--- src/hw/rtl/fall_and_vitals_alert_monitor_assert.svh ---
// assertion macros for the fall and vitals alert monitor
// no dependencies; included by the file that carries assertions
`ifndef FALL_AND_VITALS_ALERT_MONITOR_ASSERT_SVH
`define FALL_AND_VITALS_ALERT_MONITOR_ASSERT_SVH
`ifndef SYNTHESIS
// consequent must hold in the same cycle as the antecedent
`define FVA_ASSERT_NOW(label, clk, rst, ante, cons) \
   label: assert property (@(posedge clk) disable iff (rst) (ante) |-> (cons)) \
      else $error("fva assertion failed");
// consequent must hold in the cycle after the antecedent
`define FVA_ASSERT_NEXT(label, clk, rst, ante, cons) \
   label: assert property (@(posedge clk) disable iff (rst) (ante) |=> (cons)) \
      else $error("fva assertion failed");
`else
`define FVA_ASSERT_NOW(label, clk, rst, ante, cons)
`define FVA_ASSERT_NEXT(label, clk, rst, ante, cons)
`endif
`endif

--- src/hw/rtl/fva_pkg.sv ---
// shared constants, codes and controller/datapath interface types
// no dependencies
package fva_pkg;

   localparam int RING_DEPTH    = 15;
   localparam int TIMER_BITS    = 24;
   localparam int MAG_BITS      = 16;
   localparam int AXIS_BITS     = 16;
   localparam int SQ_BITS       = 32;
   localparam int REM_BITS      = MAG_BITS + 1;
   localparam int RING_IDX_BITS = (RING_DEPTH > 1) ? $clog2(RING_DEPTH) : 1;
   localparam int SUM_BITS      = MAG_BITS + RING_IDX_BITS;
   localparam int TICK_REG_BITS = 24;
   localparam int CMP_BITS      = (TIMER_BITS > TICK_REG_BITS) ? TIMER_BITS : TICK_REG_BITS;

   // mean = sum / RING_DEPTH as a multiply by a rounded-up reciprocal
   localparam int RECIP_SHIFT = SUM_BITS + RING_IDX_BITS;
   localparam longint unsigned RECIP_VALUE =
      ((64'd1 << RECIP_SHIFT) + RING_DEPTH - 1) / RING_DEPTH;
   localparam int RECIP_BITS  = RECIP_SHIFT - RING_IDX_BITS + 2;
   localparam int MPROD_BITS  = SUM_BITS + RECIP_BITS;

   localparam int SQUARE_STEPS = 4;
   localparam int ROOT_STEPS   = MAG_BITS;
   localparam int STEP_BITS    = $clog2(ROOT_STEPS);

   localparam int REQ_DATA_BITS  = 64;
   localparam int RSP_DATA_BITS  = 40;
   localparam int CSR_INDEX_BITS = 3;
   localparam int CSR_DATA_BITS  = 24;

   localparam logic [15:0] RST_FALL_LEVEL     = 16'd6683;
   localparam logic [15:0] RST_DROP_LEVEL     = 16'd835;
   localparam logic [7:0]  RST_PULSE_LOW      = 8'd40;
   localparam logic [7:0]  RST_PULSE_HIGH     = 8'd130;
   localparam logic [6:0]  RST_OXYGEN_LOW     = 7'd90;
   localparam logic [23:0] RST_COOLDOWN_TICKS = 24'd10000;
   localparam logic [23:0] RST_HOLD_TICKS     = 24'd3000;
   localparam logic [23:0] RST_AVERAGE_PERIOD = 24'd100;

   typedef enum logic [CSR_INDEX_BITS-1:0] {
      CSR_FALL_LEVEL     = 3'd0,
      CSR_DROP_LEVEL     = 3'd1,
      CSR_PULSE_LOW      = 3'd2,
      CSR_PULSE_HIGH     = 3'd3,
      CSR_OXYGEN_LOW     = 3'd4,
      CSR_COOLDOWN_TICKS = 3'd5,
      CSR_HOLD_TICKS     = 3'd6,
      CSR_AVERAGE_PERIOD = 3'd7
   } csr_index_type;

   typedef enum logic [2:0] {
      ALERT_NIL    = 3'd0,
      ALERT_BUTTON = 3'd1,
      ALERT_FALL   = 3'd2,
      ALERT_PULSE  = 3'd3,
      ALERT_OXYGEN = 3'd4
   } alert_kind_type;

   typedef struct packed {
      logic load;
      logic square;
      logic root_step;
      logic decide;
      logic mean_mul;
      logic mean_div;
      logic out_load;
   } dp_cmd_type;

   typedef struct packed {
      logic avg_pending;
   } dp_status_type;

endpackage

--- src/hw/rtl/fva_ctrl.sv ---
// sequencing state machine: issues datapath commands per request
// depends on fva_pkg
module fva_ctrl
   import fva_pkg::*;
(
   input  logic          clock,
   input  logic          reset,
   input  logic          req_tvalid,
   output logic          req_tready,
   output logic          rsp_tvalid,
   input  logic          rsp_tready,
   input  dp_status_type status,
   output dp_cmd_type    cmd
);

   typedef enum logic [2:0] {
      ST_IDLE,
      ST_SQUARE,
      ST_ROOT,
      ST_DECIDE,
      ST_MEAN_MUL,
      ST_MEAN_DIV,
      ST_FINISH
   } ctrl_state_type;

   ctrl_state_type         state_ff;
   logic [STEP_BITS-1:0]   step_ff;
   logic                   rsp_valid_ff;

   always_comb begin
      cmd           = '0;
      cmd.load      = (state_ff == ST_IDLE) && req_tvalid;
      cmd.square    = (state_ff == ST_SQUARE);
      cmd.root_step = (state_ff == ST_ROOT);
      cmd.decide    = (state_ff == ST_DECIDE);
      cmd.mean_mul  = (state_ff == ST_MEAN_MUL);
      cmd.mean_div  = (state_ff == ST_MEAN_DIV);
      cmd.out_load  = (state_ff == ST_FINISH) && (!rsp_valid_ff || rsp_tready);
   end

   assign req_tready = (state_ff == ST_IDLE);
   assign rsp_tvalid = rsp_valid_ff;

   always_ff @(posedge clock) begin
      if (reset) begin
         state_ff     <= ST_IDLE;
         step_ff      <= '0;
         rsp_valid_ff <= 1'b0;
      end else begin
         if (cmd.out_load) begin
            rsp_valid_ff <= 1'b1;
         end else if (rsp_tready) begin
            rsp_valid_ff <= 1'b0;
         end
         case (state_ff)
            ST_IDLE: begin
               step_ff <= '0;
               if (req_tvalid) begin
                  state_ff <= ST_SQUARE;
               end
            end
            ST_SQUARE: begin
               if (step_ff == STEP_BITS'(SQUARE_STEPS - 1)) begin
                  step_ff  <= '0;
                  state_ff <= ST_ROOT;
               end else begin
                  step_ff <= step_ff + 1'b1;
               end
            end
            ST_ROOT: begin
               if (step_ff == STEP_BITS'(ROOT_STEPS - 1)) begin
                  step_ff  <= '0;
                  state_ff <= ST_DECIDE;
               end else begin
                  step_ff <= step_ff + 1'b1;
               end
            end
            ST_DECIDE: begin
               state_ff <= ST_MEAN_MUL;
            end
            ST_MEAN_MUL: begin
               state_ff <= status.avg_pending ? ST_MEAN_DIV : ST_FINISH;
            end
            ST_MEAN_DIV: begin
               state_ff <= ST_FINISH;
            end
            ST_FINISH: begin
               if (!rsp_valid_ff || rsp_tready) begin
                  state_ff <= ST_IDLE;
               end
            end
            default: begin
               state_ff <= ST_IDLE;
            end
         endcase
      end
   end

endmodule

--- src/hw/rtl/fva_dpath.sv ---
// datapath: squares, bit-serial root, alert decision, ring and mean, result register
// depends on fva_pkg
module fva_dpath
   import fva_pkg::*;
(
   input  logic                       clock,
   input  logic                       reset,
   input  dp_cmd_type                 cmd,
   output dp_status_type              status,
   input  logic [REQ_DATA_BITS-1:0]   req_tdata,
   input  logic                       csr_we,
   input  logic [CSR_INDEX_BITS-1:0]  csr_index,
   input  logic [CSR_DATA_BITS-1:0]   csr_wdata,
   output logic [RSP_DATA_BITS-1:0]   rsp_tdata
);

   // configuration
   logic [15:0]              fall_level_ff, drop_level_ff;
   logic [7:0]               pulse_low_ff, pulse_high_ff;
   logic [6:0]               oxygen_low_ff;
   logic [TICK_REG_BITS-1:0] cooldown_ff, hold_ff, period_ff;

   // per-request operands
   logic                     button_ff;
   logic [7:0]               heart_ff;
   logic [6:0]               spo_ff;
   logic [AXIS_BITS-1:0]     abs0_ff, abs1_ff, abs2_ff;
   logic [SQ_BITS-1:0]       prod_ff, acc_ff;
   logic [REM_BITS-1:0]      rem_ff, rem_in;
   logic [MAG_BITS-1:0]      root_ff, root_in;
   logic [MPROD_BITS-1:0]    mprod_ff;

   // persistent state
   logic [MAG_BITS-1:0]      ring_ff [RING_DEPTH];
   logic [SUM_BITS-1:0]      sum_ff;
   logic [RING_IDX_BITS-1:0] pos_ff;
   logic [MAG_BITS-1:0]      mean_ff;
   alert_kind_type           alert_ff;
   logic [TIMER_BITS-1:0]    t_alarm_ff, t_alert_ff, t_avg_ff;
   logic                     avg_pending_ff;

   // tick result flags
   logic                     raised_ff, dropped_ff, released_ff;
   alert_kind_type           kind_ff;
   logic [RSP_DATA_BITS-1:0] rsp_data_ff;

   function automatic logic [AXIS_BITS-1:0] axis_abs(input logic [AXIS_BITS-1:0] raw);
      return raw[AXIS_BITS-1] ? (~raw + 1'b1) : raw;
   endfunction

   function automatic logic [TIMER_BITS-1:0] sat_inc(input logic [TIMER_BITS-1:0] t);
      return (t == {TIMER_BITS{1'b1}}) ? t : t + 1'b1;
   endfunction

   function automatic logic past_limit(input logic [TIMER_BITS-1:0] t,
                                       input logic [TICK_REG_BITS-1:0] lim);
      return CMP_BITS'(t) > CMP_BITS'(lim);
   endfunction

   // one root digit per step, two radicand bits consumed from the top of acc
   logic [REM_BITS+1:0] rem_shift;
   logic [REM_BITS+1:0] trial;

   always_comb begin
      rem_shift = {rem_ff, acc_ff[SQ_BITS-1 -: 2]};
      trial     = (REM_BITS + 2)'({root_ff, 2'b01});
      if (rem_shift >= trial) begin
         rem_in  = REM_BITS'(rem_shift - trial);
         root_in = {root_ff[MAG_BITS-2:0], 1'b1};
      end else begin
         rem_in  = REM_BITS'(rem_shift);
         root_in = {root_ff[MAG_BITS-2:0], 1'b0};
      end
   end

   // alert decision for this tick
   logic [TIMER_BITS-1:0] t_alarm_inc, t_alert_inc, t_avg_inc;
   logic                  release_now, fall_now, raise_now, drop_now, avg_now;
   alert_kind_type        alert_mid, kind_now, alert_new;
   logic [MAG_BITS-1:0]   ring_rd;
   logic [SUM_BITS-1:0]   sum_upd;

   always_comb begin
      t_alarm_inc = sat_inc(t_alarm_ff);
      t_alert_inc = sat_inc(t_alert_ff);
      t_avg_inc   = sat_inc(t_avg_ff);
      release_now = (alert_ff != ALERT_NIL) && past_limit(t_alarm_inc, hold_ff);
      alert_mid   = release_now ? ALERT_NIL : alert_ff;
      fall_now    = (mean_ff > fall_level_ff) && (mean_ff > root_ff) &&
                    ((mean_ff - root_ff) > drop_level_ff);
      kind_now    = ALERT_NIL;
      if (alert_mid == ALERT_NIL) begin
         if (fall_now) begin
            kind_now = ALERT_FALL;
         end else if (button_ff) begin
            kind_now = ALERT_BUTTON;
         end else if ((heart_ff != 8'd0) &&
                      ((heart_ff < pulse_low_ff) || (heart_ff > pulse_high_ff))) begin
            kind_now = ALERT_PULSE;
         end else if ((heart_ff != 8'd0) && (spo_ff != 7'd0) &&
                      (spo_ff < oxygen_low_ff)) begin
            kind_now = ALERT_OXYGEN;
         end
      end
      raise_now = (kind_now != ALERT_NIL) && past_limit(t_alert_inc, cooldown_ff);
      drop_now  = (kind_now != ALERT_NIL) && !raise_now;
      alert_new = raise_now ? kind_now : alert_mid;
      avg_now   = (alert_new == ALERT_NIL) && past_limit(t_avg_inc, period_ff);
      ring_rd   = ring_ff[pos_ff];
      sum_upd   = sum_ff - SUM_BITS'(ring_rd) + SUM_BITS'(root_ff);
   end

   // configuration writes
   always_ff @(posedge clock) begin
      if (reset) begin
         fall_level_ff <= RST_FALL_LEVEL;
         drop_level_ff <= RST_DROP_LEVEL;
         pulse_low_ff  <= RST_PULSE_LOW;
         pulse_high_ff <= RST_PULSE_HIGH;
         oxygen_low_ff <= RST_OXYGEN_LOW;
         cooldown_ff   <= RST_COOLDOWN_TICKS;
         hold_ff       <= RST_HOLD_TICKS;
         period_ff     <= RST_AVERAGE_PERIOD;
      end else if (csr_we) begin
         case (csr_index)
            CSR_FALL_LEVEL:     fall_level_ff <= csr_wdata[15:0];
            CSR_DROP_LEVEL:     drop_level_ff <= csr_wdata[15:0];
            CSR_PULSE_LOW:      pulse_low_ff  <= csr_wdata[7:0];
            CSR_PULSE_HIGH:     pulse_high_ff <= csr_wdata[7:0];
            CSR_OXYGEN_LOW:     oxygen_low_ff <= csr_wdata[6:0];
            CSR_COOLDOWN_TICKS: cooldown_ff   <= csr_wdata[TICK_REG_BITS-1:0];
            CSR_HOLD_TICKS:     hold_ff       <= csr_wdata[TICK_REG_BITS-1:0];
            CSR_AVERAGE_PERIOD: period_ff     <= csr_wdata[TICK_REG_BITS-1:0];
            default: begin
            end
         endcase
      end
   end

   // operand and arithmetic registers
   always_ff @(posedge clock) begin
      if (cmd.load) begin
         button_ff <= req_tdata[0];
         abs0_ff   <= axis_abs(req_tdata[16:1]);
         abs1_ff   <= axis_abs(req_tdata[32:17]);
         abs2_ff   <= axis_abs(req_tdata[48:33]);
         heart_ff  <= req_tdata[56:49];
         spo_ff    <= req_tdata[63:57];
         prod_ff   <= '0;
         acc_ff    <= '0;
         rem_ff    <= '0;
         root_ff   <= '0;
      end
      if (cmd.square) begin
         prod_ff <= SQ_BITS'(abs0_ff) * SQ_BITS'(abs0_ff);
         abs0_ff <= abs1_ff;
         abs1_ff <= abs2_ff;
         abs2_ff <= '0;
         acc_ff  <= acc_ff + prod_ff;
      end
      if (cmd.root_step) begin
         rem_ff  <= rem_in;
         root_ff <= root_in;
         acc_ff  <= {acc_ff[SQ_BITS-3:0], 2'b00};
      end
      if (cmd.decide) begin
         raised_ff   <= raise_now;
         dropped_ff  <= drop_now;
         released_ff <= release_now;
         kind_ff     <= kind_now;
      end
      if (cmd.mean_mul) begin
         mprod_ff <= MPROD_BITS'(sum_ff * RECIP_BITS'(RECIP_VALUE));
      end
      if (cmd.out_load) begin
         rsp_data_ff <= {1'b0, mean_ff, root_ff, released_ff, dropped_ff, kind_ff,
                         raised_ff, (alert_ff != ALERT_NIL)};
      end
   end

   // monitor state
   always_ff @(posedge clock) begin
      if (reset) begin
         for (int i = 0; i < RING_DEPTH; i++) begin
            ring_ff[i] <= '0;
         end
         sum_ff         <= '0;
         pos_ff         <= '0;
         mean_ff        <= '0;
         alert_ff       <= ALERT_NIL;
         t_alarm_ff     <= '0;
         t_alert_ff     <= '0;
         t_avg_ff       <= '0;
         avg_pending_ff <= 1'b0;
      end else begin
         if (cmd.decide) begin
            alert_ff       <= alert_new;
            t_alarm_ff     <= raise_now ? '0 : t_alarm_inc;
            t_alert_ff     <= raise_now ? '0 : t_alert_inc;
            t_avg_ff       <= avg_now ? '0 : t_avg_inc;
            avg_pending_ff <= avg_now;
            if (raise_now) begin
               for (int i = 0; i < RING_DEPTH; i++) begin
                  ring_ff[i] <= '0;
               end
               sum_ff <= '0;
            end else if (avg_now) begin
               ring_ff[pos_ff] <= root_ff;
               sum_ff          <= sum_upd;
               pos_ff          <= (pos_ff == RING_IDX_BITS'(RING_DEPTH - 1)) ?
                                  '0 : pos_ff + 1'b1;
            end
         end
         if (cmd.mean_div) begin
            mean_ff <= mprod_ff[RECIP_SHIFT +: MAG_BITS];
         end
      end
   end

   assign status.avg_pending = avg_pending_ff;
   assign rsp_tdata          = rsp_data_ff;

endmodule

--- src/hw/rtl/fall_and_vitals_alert_monitor.sv ---
// top level of the fall and vitals alert monitor
// depends on fva_pkg, fva_ctrl, fva_dpath and the assertion macro header
//
//   group  direction  ports                            carries
//   req    in         req_tvalid/tready/tdata[63:0]    one sensor tick
//   rsp    out        rsp_tvalid/tready/tdata[39:0]    one status result per tick
//   csr    in         csr_we/index[2:0]/wdata[23:0]    threshold and timer writes
//
// rsp_tvalid rises after acceptance once the sequencer has squared the axes on the shared
// multiplier, run sixteen root steps, made the decision, done the reciprocal multiply plus
// the mean store when the ring is updated, and loaded the result
// synchronous reset clears the ring, sums, timers and alarm at once; no clearing pass
// req_tready is high only while the sequencer idles; a waiting result does not block it
// a stalled rsp side holds the finished result and the sequencer waits before reload
`include "fall_and_vitals_alert_monitor_assert.svh"

module fall_and_vitals_alert_monitor
   import fva_pkg::*;
(
   input  logic                       clock,
   input  logic                       reset,
   // request channel
   input  logic                       req_tvalid,
   output logic                       req_tready,
   // [0] button_pressed, [16:1] accel_x, [32:17] accel_y, [48:33] accel_z,
   // [56:49] heart_rate, [63:57] oxygen_saturation
   input  logic [REQ_DATA_BITS-1:0]   req_tdata,
   // result channel
   output logic                       rsp_tvalid,
   input  logic                       rsp_tready,
   // [0] alarm_on, [1] alert_raised, [4:2] alert_kind, [5] alert_dropped,
   // [6] alarm_released, [22:7] current_magnitude, [38:23] mean_magnitude,
   // [39] zero
   output logic [RSP_DATA_BITS-1:0]   rsp_tdata,
   // configuration write port
   input  logic                       csr_we,
   input  logic [CSR_INDEX_BITS-1:0]  csr_index,
   input  logic [CSR_DATA_BITS-1:0]   csr_wdata
);

   // command and status between the sequencer and the datapath
   dp_cmd_type    dp_cmd;
   dp_status_type dp_status;

   // sequencer: accepts one request, steps the datapath, presents the result
   fva_ctrl u_ctrl (
      .clock      (clock),
      .reset      (reset),
      .req_tvalid (req_tvalid),
      .req_tready (req_tready),
      .rsp_tvalid (rsp_tvalid),
      .rsp_tready (rsp_tready),
      .status     (dp_status),
      .cmd        (dp_cmd)
   );

   // datapath: magnitude, alert decision, ring mean and result register
   fva_dpath u_dpath (
      .clock     (clock),
      .reset     (reset),
      .cmd       (dp_cmd),
      .status    (dp_status),
      .req_tdata (req_tdata),
      .csr_we    (csr_we),
      .csr_index (csr_index),
      .csr_wdata (csr_wdata),
      .rsp_tdata (rsp_tdata)
   );

   // one request in flight: no second acceptance right after one
   `FVA_ASSERT_NEXT(a_single_request, clock, reset, req_tvalid && req_tready, !req_tready)
   // the sequencer never issues two datapath commands at once
   `FVA_ASSERT_NOW(a_cmd_exclusive, clock, reset, 1'b1, $onehot0(dp_cmd))
   // a result load is always presented on the rsp side next cycle
   `FVA_ASSERT_NEXT(a_result_shown, clock, reset, dp_cmd.out_load, rsp_tvalid)

endmodule
--- config.mk ---
export PLATFORM = sky130hd
export DESIGN_NAME = fall_and_vitals_alert_monitor
export DESIGN_NICKNAME = d
export VERILOG_FILES = /design/src/hw/rtl/fva_pkg.sv /design/src/hw/rtl/fva_ctrl.sv /design/src/hw/rtl/fva_dpath.sv /design/src/hw/rtl/fall_and_vitals_alert_monitor.sv
export VERILOG_INCLUDE_DIRS = /design/src /design/src/hw/rtl
export SDC_FILE = /design/constraint.sdc
export NUM_CORES = 2
export LEC_CHECK = 0
export BUFFER_PORTS_ARGS = -buffer_cell sky130_fd_sc_hd__buf_4
export CAP_MARGIN = 0
export CORE_ASPECT_RATIO = 1.4
export CORE_UTILIZATION = 56
export CTS_CLUSTER_DIAMETER = 100
export DETAILED_ROUTE_END_ITERATION = 8
export PLACE_DENSITY = 0.73
export SLEW_MARGIN = 30
export SYNTH_ARGS = -nofsm -noshare
export SYNTH_HDL_FRONTEND = slang
export SYNTH_SLANG_ARGS = --single-unit
--- constraint.sdc ---
create_clock -name clock -period 14.4 [get_ports clock]
set_input_delay 0 -clock clock [delete_from_list [all_inputs] [get_ports clock]]
set_output_delay 0 -clock clock [all_outputs]
set_load 0.01 [all_outputs]
==> impl_metrics.ini <==
[outcome]
outcome = complete, but fails checks
violations = DRC

[final_layout]
fin_nets = 5843
drive_gt1_share_pct = 8.89
fill_cells = 6683
area_growth_pct = 12.3

[cts]
cts-root-buf = clkbuf_16
clock-sinks = 732
cts_tree = yes
path_clk_slew_ps = 60
htreeDepth = 3
cts_buffers = 75
cts.path.max_buffers = 3
clkLatencyLatePin_ps = 660

[synth]
async_reset_ff_share_pct = 0
synth_top_family_by_area = adder cells
yosys.area_share.adder_pct = 20.5
synth_top_area_share_pct = 28.4
synth_compound_area_share_pct = 11.0
synth_area_per_cell_um2 = 9.92
ys_types = 84
synthTopCellsByArea = edfxtp_1, ha_1, dfxtp_1
synth-edff-count = 459
yosysWarningCount = 0
yosys.area_share.simple_pct = 15.1
synth_xor_area_share_pct = 3.68
synth_ff_type = edfxtp_1
synth_seq_area_share_pct = 39.7
netlist_instances = 4888
syn_nets = 5648
synth_mux_area_share_pct = 4.20
yosys_register_bits = 732
netlist_area_um2 = 48500
netlist.top_cell.by_area = edfxtp_1

[timing]
worst_pin_slew_ps = 1020
post-route-period-util_pct = 50.8
hold_viol = 0
finalMaxSlewViolations = 0
fin_crit_ps = 7320
max_freq_mhz = 137
tns_ps = 0
clock_skew_ps = 27.1
rsz0062_at_grt = no
finalSetupViolCount = 0
relSlewSlack_pct = 31.8

[min_path]
holdPathEnd = u_dpath.spo_ff[3]
hp-class = in -> reg
holdPathStages = 2
hold_start = req_tdata[60]

[route]
vias_per_cell = 5.94
first_pass_iters = 8
wl_per_cell_um = 20.4
vias = 37100
drc = 1
postRouteAntennaNets = 0
drtIter0Drc = 2856
routed_wirelength_um = 127000

[place]
hpwl_um = 89400
gp_congestion = 0.917
io_buffers = 136

[global_routing]
gr-total-overflow = 0
grt_use_total_pct = 29.1
grt_pass1_wl_um = 200000
grt_max_degree = 88
grt_pass1_vias = 37000
antenna_found_initial = 1

[floorplan]
io_pins = 138
die_h_um = 350
dieArea_um2 = 87800
rows = 127
core_um2 = 85600
die_w_um = 251
start_util_pct = 56.6

[setup_path]
path_class = reg -> reg
reg2reg_from = u_dpath.abs0_ff[1]
cpMaxStageDelayCell = edfxtp_1
path_common_cell = fa_1
cp.buffers_inverters = 4
r2r_slack_ps = 7080
rr_worst_depth = 21
r2r-end = u_dpath.prod_ff[31]
max_stage_delay_ps = 650
cpLargestDelayFamily = adder cells
crit_fanout = 18
end_kind = register
cp.arrival_ps = 7690
required_ps = 14770
start_kind = register
path_cells = and2_1 > fa_1 > inv_1 > fa_1 > inv_1 > fa_1 > inv_1 > fa_1 > inv_1 > fa_1 > fa_1 > ha_1 > a21o_1 > a2111oi_0 > a211oi_1 > o32a_1 > a2111oi_0 > nor3_1 > a211oi_1 > xnor2_1 > nor2_1

[flow_run]
cap_violations = 0
## flip-flops by register name, summed over array words and instances (netlist names), 16 cells and up, named ones only
register,count
u_dpath.t_alert_ff,24
u_dpath.sum_ff,20
u_dpath.t_alarm_ff,24
u_dpath.cooldown_ff,24
u_dpath.rsp_tdata,39
u_dpath.abs0_ff,16
u_dpath.hold_ff,24
u_dpath.period_ff,24
u_dpath.abs2_ff,16
u_dpath.ring_ff,256
u_dpath.root_ff,16
u_dpath.fall_level_ff,16
u_dpath.drop_level_ff,16
u_dpath.rem_ff,17
u_dpath.mean_ff,16
u_dpath.mprod_ff,16
u_dpath.prod_ff,31
u_dpath.t_avg_ff,24
u_dpath.acc_ff,32
u_dpath.abs1_ff,16
## layout by cell type, fill, tap and decap left out, drive strengths merged, types with 15 or more instances in the layout
cell type | Yosys | final
and2 | 97 | 97
or2 | 15 | 15
xor2 | 96 | 96
nand4 | 60 | 60
dfxtp | 273 | 273
or3 | 42 | 42
a21oi | 310 | 310
a211oi | 36 | 36
dlygate4sd3 | 0 | 134
o211ai | 50 | 50
and3 | 35 | 35
fa | 215 | 215
nor4 | 21 | 21
xnor2 | 108 | 108
a22o | 19 | 19
buf | 33 | 184
nand2b | 29 | 29
clkbuf | 167 | 100
nor3 | 88 | 88
nor2b | 33 | 33
ha | 449 | 449
o31ai | 24 | 24
a2111oi | 15 | 15
mux4 | 80 | 80
nand3 | 142 | 142
nand2 | 602 | 602
edfxtp | 459 | 459
nor2 | 381 | 381
o21ai | 179 | 179
a21o | 58 | 58
inv | 544 | 551
mux2i | 20 | 20
clkinv | 1 | 23
o21a | 18 | 18
## cell type report
class,count,area (um^2),area share [%]
multi-input combinational,3411,26600,48.8
clock buffer,100,2060,3.79
tap,1096,1370,2.52
clock inverter,37,410,0.754
inverter,545,2050,3.76
sequential,732,19300,35.4
timing repair buffer,318,2730,5.01
antenna,1,2.50,0.00459
## stage by stage
stage | instance area (um^2) | util, % | hold slack (ps) | worst slack (ps) | std cells
6_report | 54500 | 63.6 | 84.0 | 7080 | 6240
5_1_grt | 54500 | 63.6 | 74.3 | 6590 | 6240
4_1_cts | 54500 | 63.6 | 49.4 | 7060 | 6239
3_5_place_dp | 50600 | 59.1 | 180 | 7090 | 5968
3_3_place_gp | 50600 | 59.0 | 179 | 6770 | 5968
2_1_floorplan | 48500 | - | 98.9 | 7640 | 4888
## layer usage
metal | track usage, % | wire, um | vias up
met5 | 0 | 0 | -
met4 | 15.8 | 7330 | 0
met3 | 3.97 | 7770 | 356
met2 | 52.1 | 64200 | 1340
met1 | 33.8 | 48200 | 17900
li1 | - | - | 17400
## timing repair
action / 4_1_cts / 5_1_grt
hold endpoints to repair: 214 / 0
resized for setup: 0 / 0
hold buffers: 134 / 0
buffers inserted: 0 / 0
## kinds of logic (layout without fill, tap and decap cells)
kind of cell,after synthesis,count (layout)
buffers and inverters,745,1000
flip-flops,732,732
adder cells (fa/ha/maj),664,664
XOR/XNOR,204,204
AO/OA/AOI/OAI,845,845
AND/OR/NAND/NOR,1594,1594
other,1,2
multiplexers,103,103
## cells in the mapped netlist (11+ instances only)
cell and instances:
or4_1 14, nand3_1 142, buf_1 23, xor2_1 96, nand2_1 602, and3_1 35, a21oi_1 310, and2_1 96
o21a_1 18, or3_1 42, edfxtp_1 459, mux4_2 80, nor3_1 88, a21o_1 58, nand4_1 60, o21bai_1 14
or2_2 15, fa_1 215, a2111oi_0 15, inv_1 543, a211oi_1 33, ha_1 449, o31ai_1 24, nor2_1 381
nor4_1 19, a32o_1 11, dfxtp_1 273, nand2b_1 29, clkbuf_1 160, o211ai_1 49, a211o_1 12, a31o_2 12
o21ai_0 177, xnor2_1 108, o32ai_1 11, mux2i_1 20, a22o_1 19, nor2b_1 33
## worst register-to-register path, cell delays in order, from the launching register on
cell	delay (ps)
edfxtp_1	650
and2_1	310
fa_1	540
inv_1	50
fa_1	480
inv_1	50
fa_1	500
inv_1	50
fa_1	470
inv_1	50
fa_1	500
fa_1	490
ha_1	360
a21o_1	220
a2111oi_0	410
a211oi_1	210
o32a_1	430
a2111oi_0	640
nor3_1	140
a211oi_1	300
xnor2_1	160
nor2_1	50
## how the worst max path moves through the flow
stage	slack, ps	end	start	cells after the start
2_1_floorplan	7640	u_dpath.ring_ff[0][0]	u_dpath.root_ff[2]	21
3_3_place_gp	6770	u_dpath.ring_ff[1][12]	u_dpath.root_ff[2]	20
3_5_place_dp	7090	u_dpath.prod_ff[31]	u_dpath.abs0_ff[8]	22
4_1_cts	7060	u_dpath.prod_ff[31]	u_dpath.abs0_ff[1]	21
5_1_grt	6590	u_dpath.prod_ff[31]	u_dpath.abs0_ff[3]	22
6_report	7080	u_dpath.prod_ff[31]	u_dpath.abs0_ff[1]	21
Power is not shown: default switching activity piles up to over one toggle a cycle in this logic, so the estimate is an artifact.
